### config.mk
export PLATFORM = sky130hd
export DESIGN_NAME = lru_key_value_cache
export DESIGN_NICKNAME = d
export VERILOG_FILES = /design/src/rtl/lkvc_pkg.sv /design/src/rtl/lru_key_value_cache.sv /design/src/rtl/lkvc_cell.sv
export SDC_FILE = /design/constraint.sdc
export NUM_CORES = 2
export LEC_CHECK = 0
export BUFFER_PORTS_ARGS = -buffer_cell sky130_fd_sc_hd__buf_2
export CAP_MARGIN = 20
export CORE_ASPECT_RATIO = 0.75
export CORE_MARGIN = 4
export CORE_UTILIZATION = 24
export DETAILED_ROUTE_END_ITERATION = 10
export GPL_TIMING_DRIVEN = 0
export PLACE_DENSITY = 0.43
export SLEW_MARGIN = 25
export SYNTH_ARGS = -nofsm -noshare
export SYNTH_HDL_FRONTEND = slang
export SYNTH_SLANG_ARGS = --single-unit
### constraint.sdc
create_clock -name clk_i -period 11.46 [get_ports clk_i]
set_input_delay 1.719 -clock clk_i [delete_from_list [all_inputs] [get_ports clk_i]]
set_output_delay 1.719 -clock clk_i [all_outputs]
set_load 0.02 [all_outputs]
### src/rtl/lkvc_pkg.sv
// Shared types and constants for the LRU key-value cache.
package lkvc_pkg;

  localparam int ENTRIES = 16;
  localparam int KEY_W   = 32;
  localparam int VAL_W   = 32;
  localparam int CAP_W   = 5;
  localparam int CNT_W   = $clog2(ENTRIES + 1);
  localparam int CMP_W   = (CAP_W > CNT_W) ? CAP_W : CNT_W;

  localparam logic [CAP_W-1:0] CAP_RESET = CAP_W'(16);

  typedef enum logic {
    ACT_GET = 1'b0,
    ACT_PUT = 1'b1
  } action_e;

  // One cache line as it moves along the chain.
  typedef struct packed {
    logic             valid;
    logic [KEY_W-1:0] key;
    logic [VAL_W-1:0] value;
  } entry_t;

  // Lookup result rippling along the chain.
  typedef struct packed {
    logic             hit;
    logic [VAL_W-1:0] rdata;
  } look_t;

  // Request broadcast to every cell.
  typedef struct packed {
    logic             en;
    logic             any_hit;
    action_e          action;
    logic             full;
    logic [KEY_W-1:0] key;
  } cmd_t;

endpackage

### src/rtl/lru_key_value_cache.sv
// Top level of the fully associative LRU key-value cache.
//
// Fully associative store of lkvc_pkg::ENTRIES key/value pairs kept in a
// chain of cells ordered by recency: cell 0 holds the most recent entry,
// valid entries always sit contiguously from cell 0. A request transfer
// on the slave stream (tuser = action, 0 get / 1 put) is compared against
// every cell at once; the hit flag and hit value ripple down the chain.
// A hit (get or put) moves the entry to cell 0, shifting the cells in
// front of it back by one. A put miss inserts at cell 0, either pushing
// everything back into the first free cell or, when occupancy has reached
// capacity, dropping the entry in the last valid cell. Each request gives
// exactly one result on the master stream: tuser = found, tdata = stored
// value on a get hit, all ones on a get miss, zero for any put. The cells
// update and the result register loads at the accepting edge, and a new
// request is taken in the same cycle as the pending result leaves, so
// throughput is one transfer per clock while the master side keeps up; the
// ripple through the cell chain sets the clock. The capacity register
// (cfg_data_i, 0 reads as 1, values above the cell count saturate) is to be
// written only while the cache is idle, which the block does not enforce;
// lowering it never drops entries at once, later put misses evict instead.
module lru_key_value_cache (
  input  logic                          clk_i,
  input  logic                          rst_ni,
  // capacity register write
  input  logic                          cfg_valid_i,
  output logic                          cfg_ready_o,
  input  logic [lkvc_pkg::CAP_W-1:0]    cfg_data_i,     // [4:0] capacity
  // requests
  input  logic                          s_axis_tvalid,
  output logic                          s_axis_tready,
  input  logic [63:0]                   s_axis_tdata,   // [31:0] key, [63:32] value
  input  logic                          s_axis_tuser,   // [0] action
  // results
  output logic                          m_axis_tvalid,
  input  logic                          m_axis_tready,
  output logic [31:0]                   m_axis_tdata,   // [31:0] read_value
  output logic                          m_axis_tuser    // [0] found
);

  localparam int N = lkvc_pkg::ENTRIES;

  logic [lkvc_pkg::CAP_W-1:0] cap_q;
  logic [lkvc_pkg::CNT_W-1:0] occ_q, occ_d;
  logic                       out_valid_q, out_valid_d;
  logic                       found_q, found_d;
  logic [lkvc_pkg::VAL_W-1:0] rdata_q, rdata_d;

  logic [lkvc_pkg::CMP_W-1:0] eff_cap;
  logic                       s_xfer;
  lkvc_pkg::action_e          action;
  logic [lkvc_pkg::KEY_W-1:0] req_key;
  logic [lkvc_pkg::VAL_W-1:0] req_value;
  logic [lkvc_pkg::VAL_W-1:0] ins_value;
  lkvc_pkg::cmd_t             cmd;

  lkvc_pkg::entry_t ent [0:N];
  lkvc_pkg::look_t  lk  [0:N];

  assign cfg_ready_o   = 1'b1;
  assign s_axis_tready = !out_valid_q || m_axis_tready;
  assign s_xfer        = s_axis_tvalid && s_axis_tready;

  assign action    = lkvc_pkg::action_e'(s_axis_tuser);
  assign req_key   = s_axis_tdata[31:0];
  assign req_value = s_axis_tdata[63:32];

  // capacity clamp: zero behaves as one, saturate at cell count
  always_comb begin
    eff_cap = lkvc_pkg::CMP_W'(cap_q);
    if (cap_q == '0) begin
      eff_cap = lkvc_pkg::CMP_W'(1);
    end else if (lkvc_pkg::CMP_W'(cap_q) > lkvc_pkg::CMP_W'(N)) begin
      eff_cap = lkvc_pkg::CMP_W'(N);
    end
  end

  assign cmd.en      = s_xfer;
  assign cmd.any_hit = lk[N].hit;
  assign cmd.action  = action;
  assign cmd.full    = lkvc_pkg::CMP_W'(occ_q) >= eff_cap;
  assign cmd.key     = req_key;

  // entry presented to cell 0: promoted or newly inserted line
  assign ins_value   = (action == lkvc_pkg::ACT_PUT) ? req_value : lk[N].rdata;
  assign ent[0].valid = 1'b1;
  assign ent[0].key   = req_key;
  assign ent[0].value = ins_value;
  assign lk[0].hit    = 1'b0;
  assign lk[0].rdata  = '0;

  for (genvar i = 0; i < N; i++) begin : g_cell
    lkvc_cell u_cell (
      .clk_i (clk_i),
      .rst_ni(rst_ni),
      .cmd_i (cmd),
      .prv_i (i == 0 ? ent[0] : ent[i]),
      .lk_i  (lk[i]),
      .ent_o (ent[i+1]),
      .lk_o  (lk[i+1])
    );
  end

  always_comb begin
    occ_d       = occ_q;
    out_valid_d = out_valid_q;
    found_d     = found_q;
    rdata_d     = rdata_q;
    if (m_axis_tready) begin
      out_valid_d = 1'b0;
    end
    if (s_xfer) begin
      out_valid_d = 1'b1;
      found_d     = lk[N].hit;
      if (action == lkvc_pkg::ACT_PUT) begin
        rdata_d = '0;
        if (!lk[N].hit && !cmd.full) begin
          occ_d = occ_q + lkvc_pkg::CNT_W'(1);
        end
      end else begin
        rdata_d = lk[N].hit ? lk[N].rdata : '1;
      end
    end
  end

  always_ff @(posedge clk_i or negedge rst_ni) begin
    if (!rst_ni) begin
      cap_q       <= lkvc_pkg::CAP_RESET;
      occ_q       <= '0;
      out_valid_q <= 1'b0;
    end else begin
      if (cfg_valid_i && cfg_ready_o) begin
        cap_q <= cfg_data_i;
      end
      occ_q       <= occ_d;
      out_valid_q <= out_valid_d;
    end
  end

  always_ff @(posedge clk_i) begin
    found_q <= found_d;
    rdata_q <= rdata_d;
  end

  assign m_axis_tvalid = out_valid_q;
  assign m_axis_tdata  = rdata_q;
  assign m_axis_tuser  = found_q;

endmodule

### src/rtl/lkvc_cell.sv
// One slot of the recency-ordered chain: compare, hand-over and shift.
module lkvc_cell (
  input  logic            clk_i,
  input  logic            rst_ni,
  input  lkvc_pkg::cmd_t  cmd_i,
  input  lkvc_pkg::entry_t prv_i,
  input  lkvc_pkg::look_t lk_i,
  output lkvc_pkg::entry_t ent_o,
  output lkvc_pkg::look_t lk_o
);

  logic                       valid_q, valid_d;
  logic [lkvc_pkg::KEY_W-1:0] key_q, key_d;
  logic [lkvc_pkg::VAL_W-1:0] value_q, value_d;
  logic                       match;
  logic                       shift;

  assign match = valid_q && (key_q == cmd_i.key);

  assign lk_o.hit   = lk_i.hit | match;
  assign lk_o.rdata = lk_i.rdata | (match ? value_q : '0);

  assign ent_o.valid = valid_q;
  assign ent_o.key   = key_q;
  assign ent_o.value = value_q;

  // Cells up to the one being overwritten take their upstream neighbour.
  always_comb begin
    shift = 1'b0;
    if (cmd_i.en) begin
      if (cmd_i.any_hit) begin
        shift = !lk_i.hit;
      end else if (cmd_i.action == lkvc_pkg::ACT_PUT) begin
        shift = cmd_i.full ? valid_q : prv_i.valid;
      end
    end
    valid_d = shift ? prv_i.valid : valid_q;
    key_d   = shift ? prv_i.key   : key_q;
    value_d = shift ? prv_i.value : value_q;
  end

  always_ff @(posedge clk_i or negedge rst_ni) begin
    if (!rst_ni) begin
      valid_q <= 1'b0;
    end else begin
      valid_q <= valid_d;
    end
  end

  always_ff @(posedge clk_i) begin
    key_q   <= key_d;
    value_q <= value_d;
  end

endmodule

==> run summary <==
========================================================================================
Dominant delay contributor by cell family on the critical path              simple AND/OR/NAND/NOR gates
Worst slack at placement                                                        4.322 ns
Path depth of the worst reg2reg path                                                  15
Leading cell types in the layout, fill and taps excluded                    sky130_fd_sc_hd__edfxtp_1 (1057), sky130_fd_sc_hd__xor2_1 (418), sky130_fd_sc_hd__nor4_1 (151)
CP Buf/Inv Count                                                                       8
Fraction of layout cells with a size suffix above 1                               0.1750
Vias in the first global route                                                     26510
Critical register-to-register path endpoint                                 g_cell[12].u_cell.value_q[26]
Switching power share of the total                                                0.2825
Antenna-violating nets left                                                            0
Num ports                                                                            111
1st-pass router iterations                                                             5
Number of nets in the finished design                                               3130
Core area                                                                    181600 um^2
Number of cells in the design after placement                                       5335
Clock Sink Count                                                                    1084
Iteration-0 DRC Markers                                                             4246
Average vias per placed instance                                                   4.951
Series of cell instances along the critical path                            buf_2, buf_4, buf_6, xor2_1, nor4_1, nand4_1, nor4_4, nor2_2, and3_4, nand2_2, buf_2, a21oi_1, nor3_2, buf_4, buf_4, buf_4, buf_4
Number of synthesis warnings                                                           0
Cell seen most often among critical-path stages                             sky130_fd_sc_hd__buf_4
Net count of the mapped netlist                                                     2784
Worst ir drop on vdd                                                           0.1159 mV
Latest clock arrival within the worst-skew pair                                  0.74 ns
Worst setup path start                                                      s_axis_tdata[8]
Worst slew slack as a fraction of its limit                                       0.2509
Peak per-stage delay on the critical path                                        0.90 ns
Clock transition at the registers of the reported paths                          0.07 ns
Internal cell power                                                             7.398 mW
Sum of overflow across all layers after global routing                                 0
Area growth, synth to finish                                                      20.83%
Min-Delay Path Class                                                             reg2reg
Startpoint kind of the worst setup timing path                                input port
Most instantiated flip-flop cell in the synthesis netlist                   sky130_fd_sc_hd__edfxtp_1
H-tree Lvls                                                                            3
Final hold slack                                                               0.4377 ns
Initial antenna violation count                                                       16
Mapped Avg Cell Area                                                          16.32 um^2
Worst Path Max Fanout                                                                 10
CTS Buf Count                                                                        109
Slowest stage cell on the critical path                                     sky130_fd_sc_hd__nor4_4
Transition time at the pin with the least slew margin                           1.124 ns
Max Transition Viols Final                                                             0
Post-CTS Repair Setup Buffers                                                          0
Post-Synthesis Cell Area                                                      44120 um^2
DR DRC count                                                                           0
DR WL/cell                                                                      30.45 um
Number of fill cells                                                               18140
Cell Pwr Density                                                            193.4 nW/um^2
Total half-perimeter wirelength after legalization and detailed placement      124500 um
Unique masters post-synth                                                             62
Die Footprint                                                                190800 um^2
Number of setup violations in the final report                                         0
Number of flops mapped to enable cells by yosys                                     1057
Part of the power in combinational logic                                           0.139
Total length of routed wires                                                   168600 um
Critical path endpoint category                                                 register
Hold Vio Cnt, Final                                                                    0
Worst Setup Path Type                                                             in2reg
Synthesized instance count                                                          2703
Launch instance of the worst register-to-register path                      g_cell[12].u_cell.key_q[20]
First-pass GRT wire length                                                     227000 um
Clock skew                                                                    0.03969 ns
Async set-reset flop share out of synthesis                                      0.02491
Die Width                                                                       503.1 um
Capturing instance or port of the critical path                             g_cell[12].u_cell.value_q[26]
Levels on crit path                                                                   17
CTS tree                                                                           built
Most common library cell in the layout ignoring fill and taps               sky130_fd_sc_hd__edfxtp_1
Via total after detailed routing                                                   27420
Fmax                                                                           152.8 MHz
Hold_buf cts                                                                           0
Internal reg-to-reg setup slack                                                  6.09 ns
Root Buffer                                                                 sky130_fd_sc_hd__clkbuf_16
Status                                                                         completed
Data required time at the worst endpoint                                        11.89 ns
Share of total power in sequential cells                                           0.524
Maximum clock path buffer count                                                        3
Count of input and output buffers                                                    109
Placement Rows                                                                       135
Synthesized flop and latch total                                                    1084
Unrepaired setup endpoints after global routing                                       no
Post-route clock period utilization                                               0.5711
Reported net switching power                                                    2.913 mW
Routability-driven placement congestion ratio                                     0.8523
CP Data Arrival Time                                                             6.97 ns
Initial cell density of the core                                                  0.2430
Share of the core filled with cells                                               0.2936
Fraction of power consumed by the clock network                                    0.336
Largest net degree at the start of global routing                                     32
Leakage power total                                                             17.66 nW
Sequential fraction of the synthesis area                                         0.7348
Worst setup margin                                                              4.915 ns
Total GRT Usage                                                                   0.1725
Shortest period the worst path allows                                           6.545 ns
Number of gates resized after cts                                                      0
Cell Count, Final, Fillers Out                                                      5537
Count of maximum capacitance violations                                                0
Die span in y                                                                   379.3 um
========================================================================================
[metrics by stage]
step / setup TNS, ns / power, mW / cell area (um^2)
floorplan: 0 / 6.031 / 44120
global placement: -2545.67 / 6.777 / 47660
detailed placement: 0 / 6.888 / 49950
CTS: 0 / 10.35 / 53290
global route: 0 / 10.67 / 53300
finish: 0 / 10.31 / 53300
[worst min-delay path by stage]
stage	from	end	slack, ns	cells past startpoint
detailed placement	g_cell[10].u_cell.value_q[19]	g_cell[11].u_cell.value_q[19]	0.43	0
finish	g_cell[10].u_cell.value_q[30]	g_cell[11].u_cell.value_q[30]	0.44	0
CTS	g_cell[10].u_cell.value_q[30]	g_cell[11].u_cell.value_q[30]	0.43	0
global route	g_cell[2].u_cell.value_q[24]	g_cell[3].u_cell.value_q[24]	0.44	0
floorplan	g_cell[9].u_cell.value_q[0]	g_cell[10].u_cell.value_q[0]	0.43	0
global placement	g_cell[2].u_cell.value_q[4]	g_cell[3].u_cell.value_q[4]	0.43	0
[cell type report]
type	instances	area, um^2	area share
sequential	1084	32420	0.6081
multi-input combinational	1463	10920	0.2048
tap	2397	2999	0.05626
clock buffer	141	2848	0.05342
timing repair buffer	235	2560	0.04802
buffer	136	982.2	0.01843
clock inverter	59	500.5	0.009389
inverter	20	75.07	0.001408
antenna	2	5.005	0.00009389
[state kept, by name, indices dropped and copies added (netlist names)]
register               flops
cap_q                      5
g_cell.u_cell.key_q      512
g_cell.u_cell.valid_q     16
g_cell.u_cell.value_q    512
m_axis_tdata              32
m_axis_tuser               1
m_axis_tvalid              1
occ_q                      5
[logic make-up (layout without fill, tap and decap cells)]
logic type / after synthesis / count (layout) / synth area share
other: 1 / 3 / 0.00008500
and+or+nand+nor: 535 / 535 / 0.07005
buffers and inverters: 156 / 591 / 0.02326
muxes: 6 / 6 / 0.001531
xor gates and xnor gates: 516 / 516 / 0.1026
adders and majority gates: 6 / 6 / 0.001702
AOI/OAI and AO/OA: 399 / 399 / 0.06594
DFF: 1084 / 1084 / 0.7348
[per-layer routing]
metal	global-route usage	part of all wire	vias to the layer above
met3	0.05208	0.11	197
met4	0.03425	0.019	0
met1	0.2707	0.48	14280
met5	0	0	-
li1	-	-	11320
met2	0.2296	0.39	1622
[synth_stat cells (7+ instances only)]
master | number | area [um^2]
sky130_fd_sc_hd__buf_2 | 28 | 140.1
sky130_fd_sc_hd__buf_4 | 31 | 232.7
sky130_fd_sc_hd__nor3_1 | 36 | 180.2
sky130_fd_sc_hd__xor2_1 | 418 | 3661
sky130_fd_sc_hd__nor2_1 | 75 | 281.5
sky130_fd_sc_hd__nand4_1 | 50 | 312.8
sky130_fd_sc_hd__a22oi_1 | 131 | 983.4
sky130_fd_sc_hd__nor4_2 | 9 | 112.6
sky130_fd_sc_hd__inv_1 | 20 | 75.07
sky130_fd_sc_hd__dfrtp_1 | 26 | 650.6
sky130_fd_sc_hd__nand3_1 | 93 | 465.5
sky130_fd_sc_hd__clkbuf_1 | 40 | 150.1
sky130_fd_sc_hd__buf_6 | 31 | 349.1
sky130_fd_sc_hd__a22o_1 | 64 | 560.5
sky130_fd_sc_hd__or3_1 | 7 | 43.79
sky130_fd_sc_hd__a21oi_1 | 84 | 420.4
sky130_fd_sc_hd__a221oi_1 | 64 | 560.5
sky130_fd_sc_hd__xnor2_1 | 97 | 849.6
sky130_fd_sc_hd__edfxtp_1 | 1057 | 31740
sky130_fd_sc_hd__o21ai_0 | 25 | 125.1
sky130_fd_sc_hd__nand2_1 | 61 | 229.0
sky130_fd_sc_hd__nor4_1 | 153 | 957.2
sky130_fd_sc_hd__nand4b_1 | 9 | 78.83
[power by group through the flow]
| stage | logic, mW | clock network [mW] | registers, mW |
|---|---|---|---|
| 2_1_floorplan | 0.665 | 0 | 5.37 |
| 3_3_place_gp | 1.13 | 0 | 5.64 |
| 3_5_place_dp | 1.42 | 0 | 5.47 |
| 4_1_cts | 1.42 | 3.53 | 5.40 |
| 5_1_grt | 1.51 | 3.71 | 5.45 |
| 6_report | 1.44 | 3.47 | 5.41 |
Power figures use the tool's default switching activity.
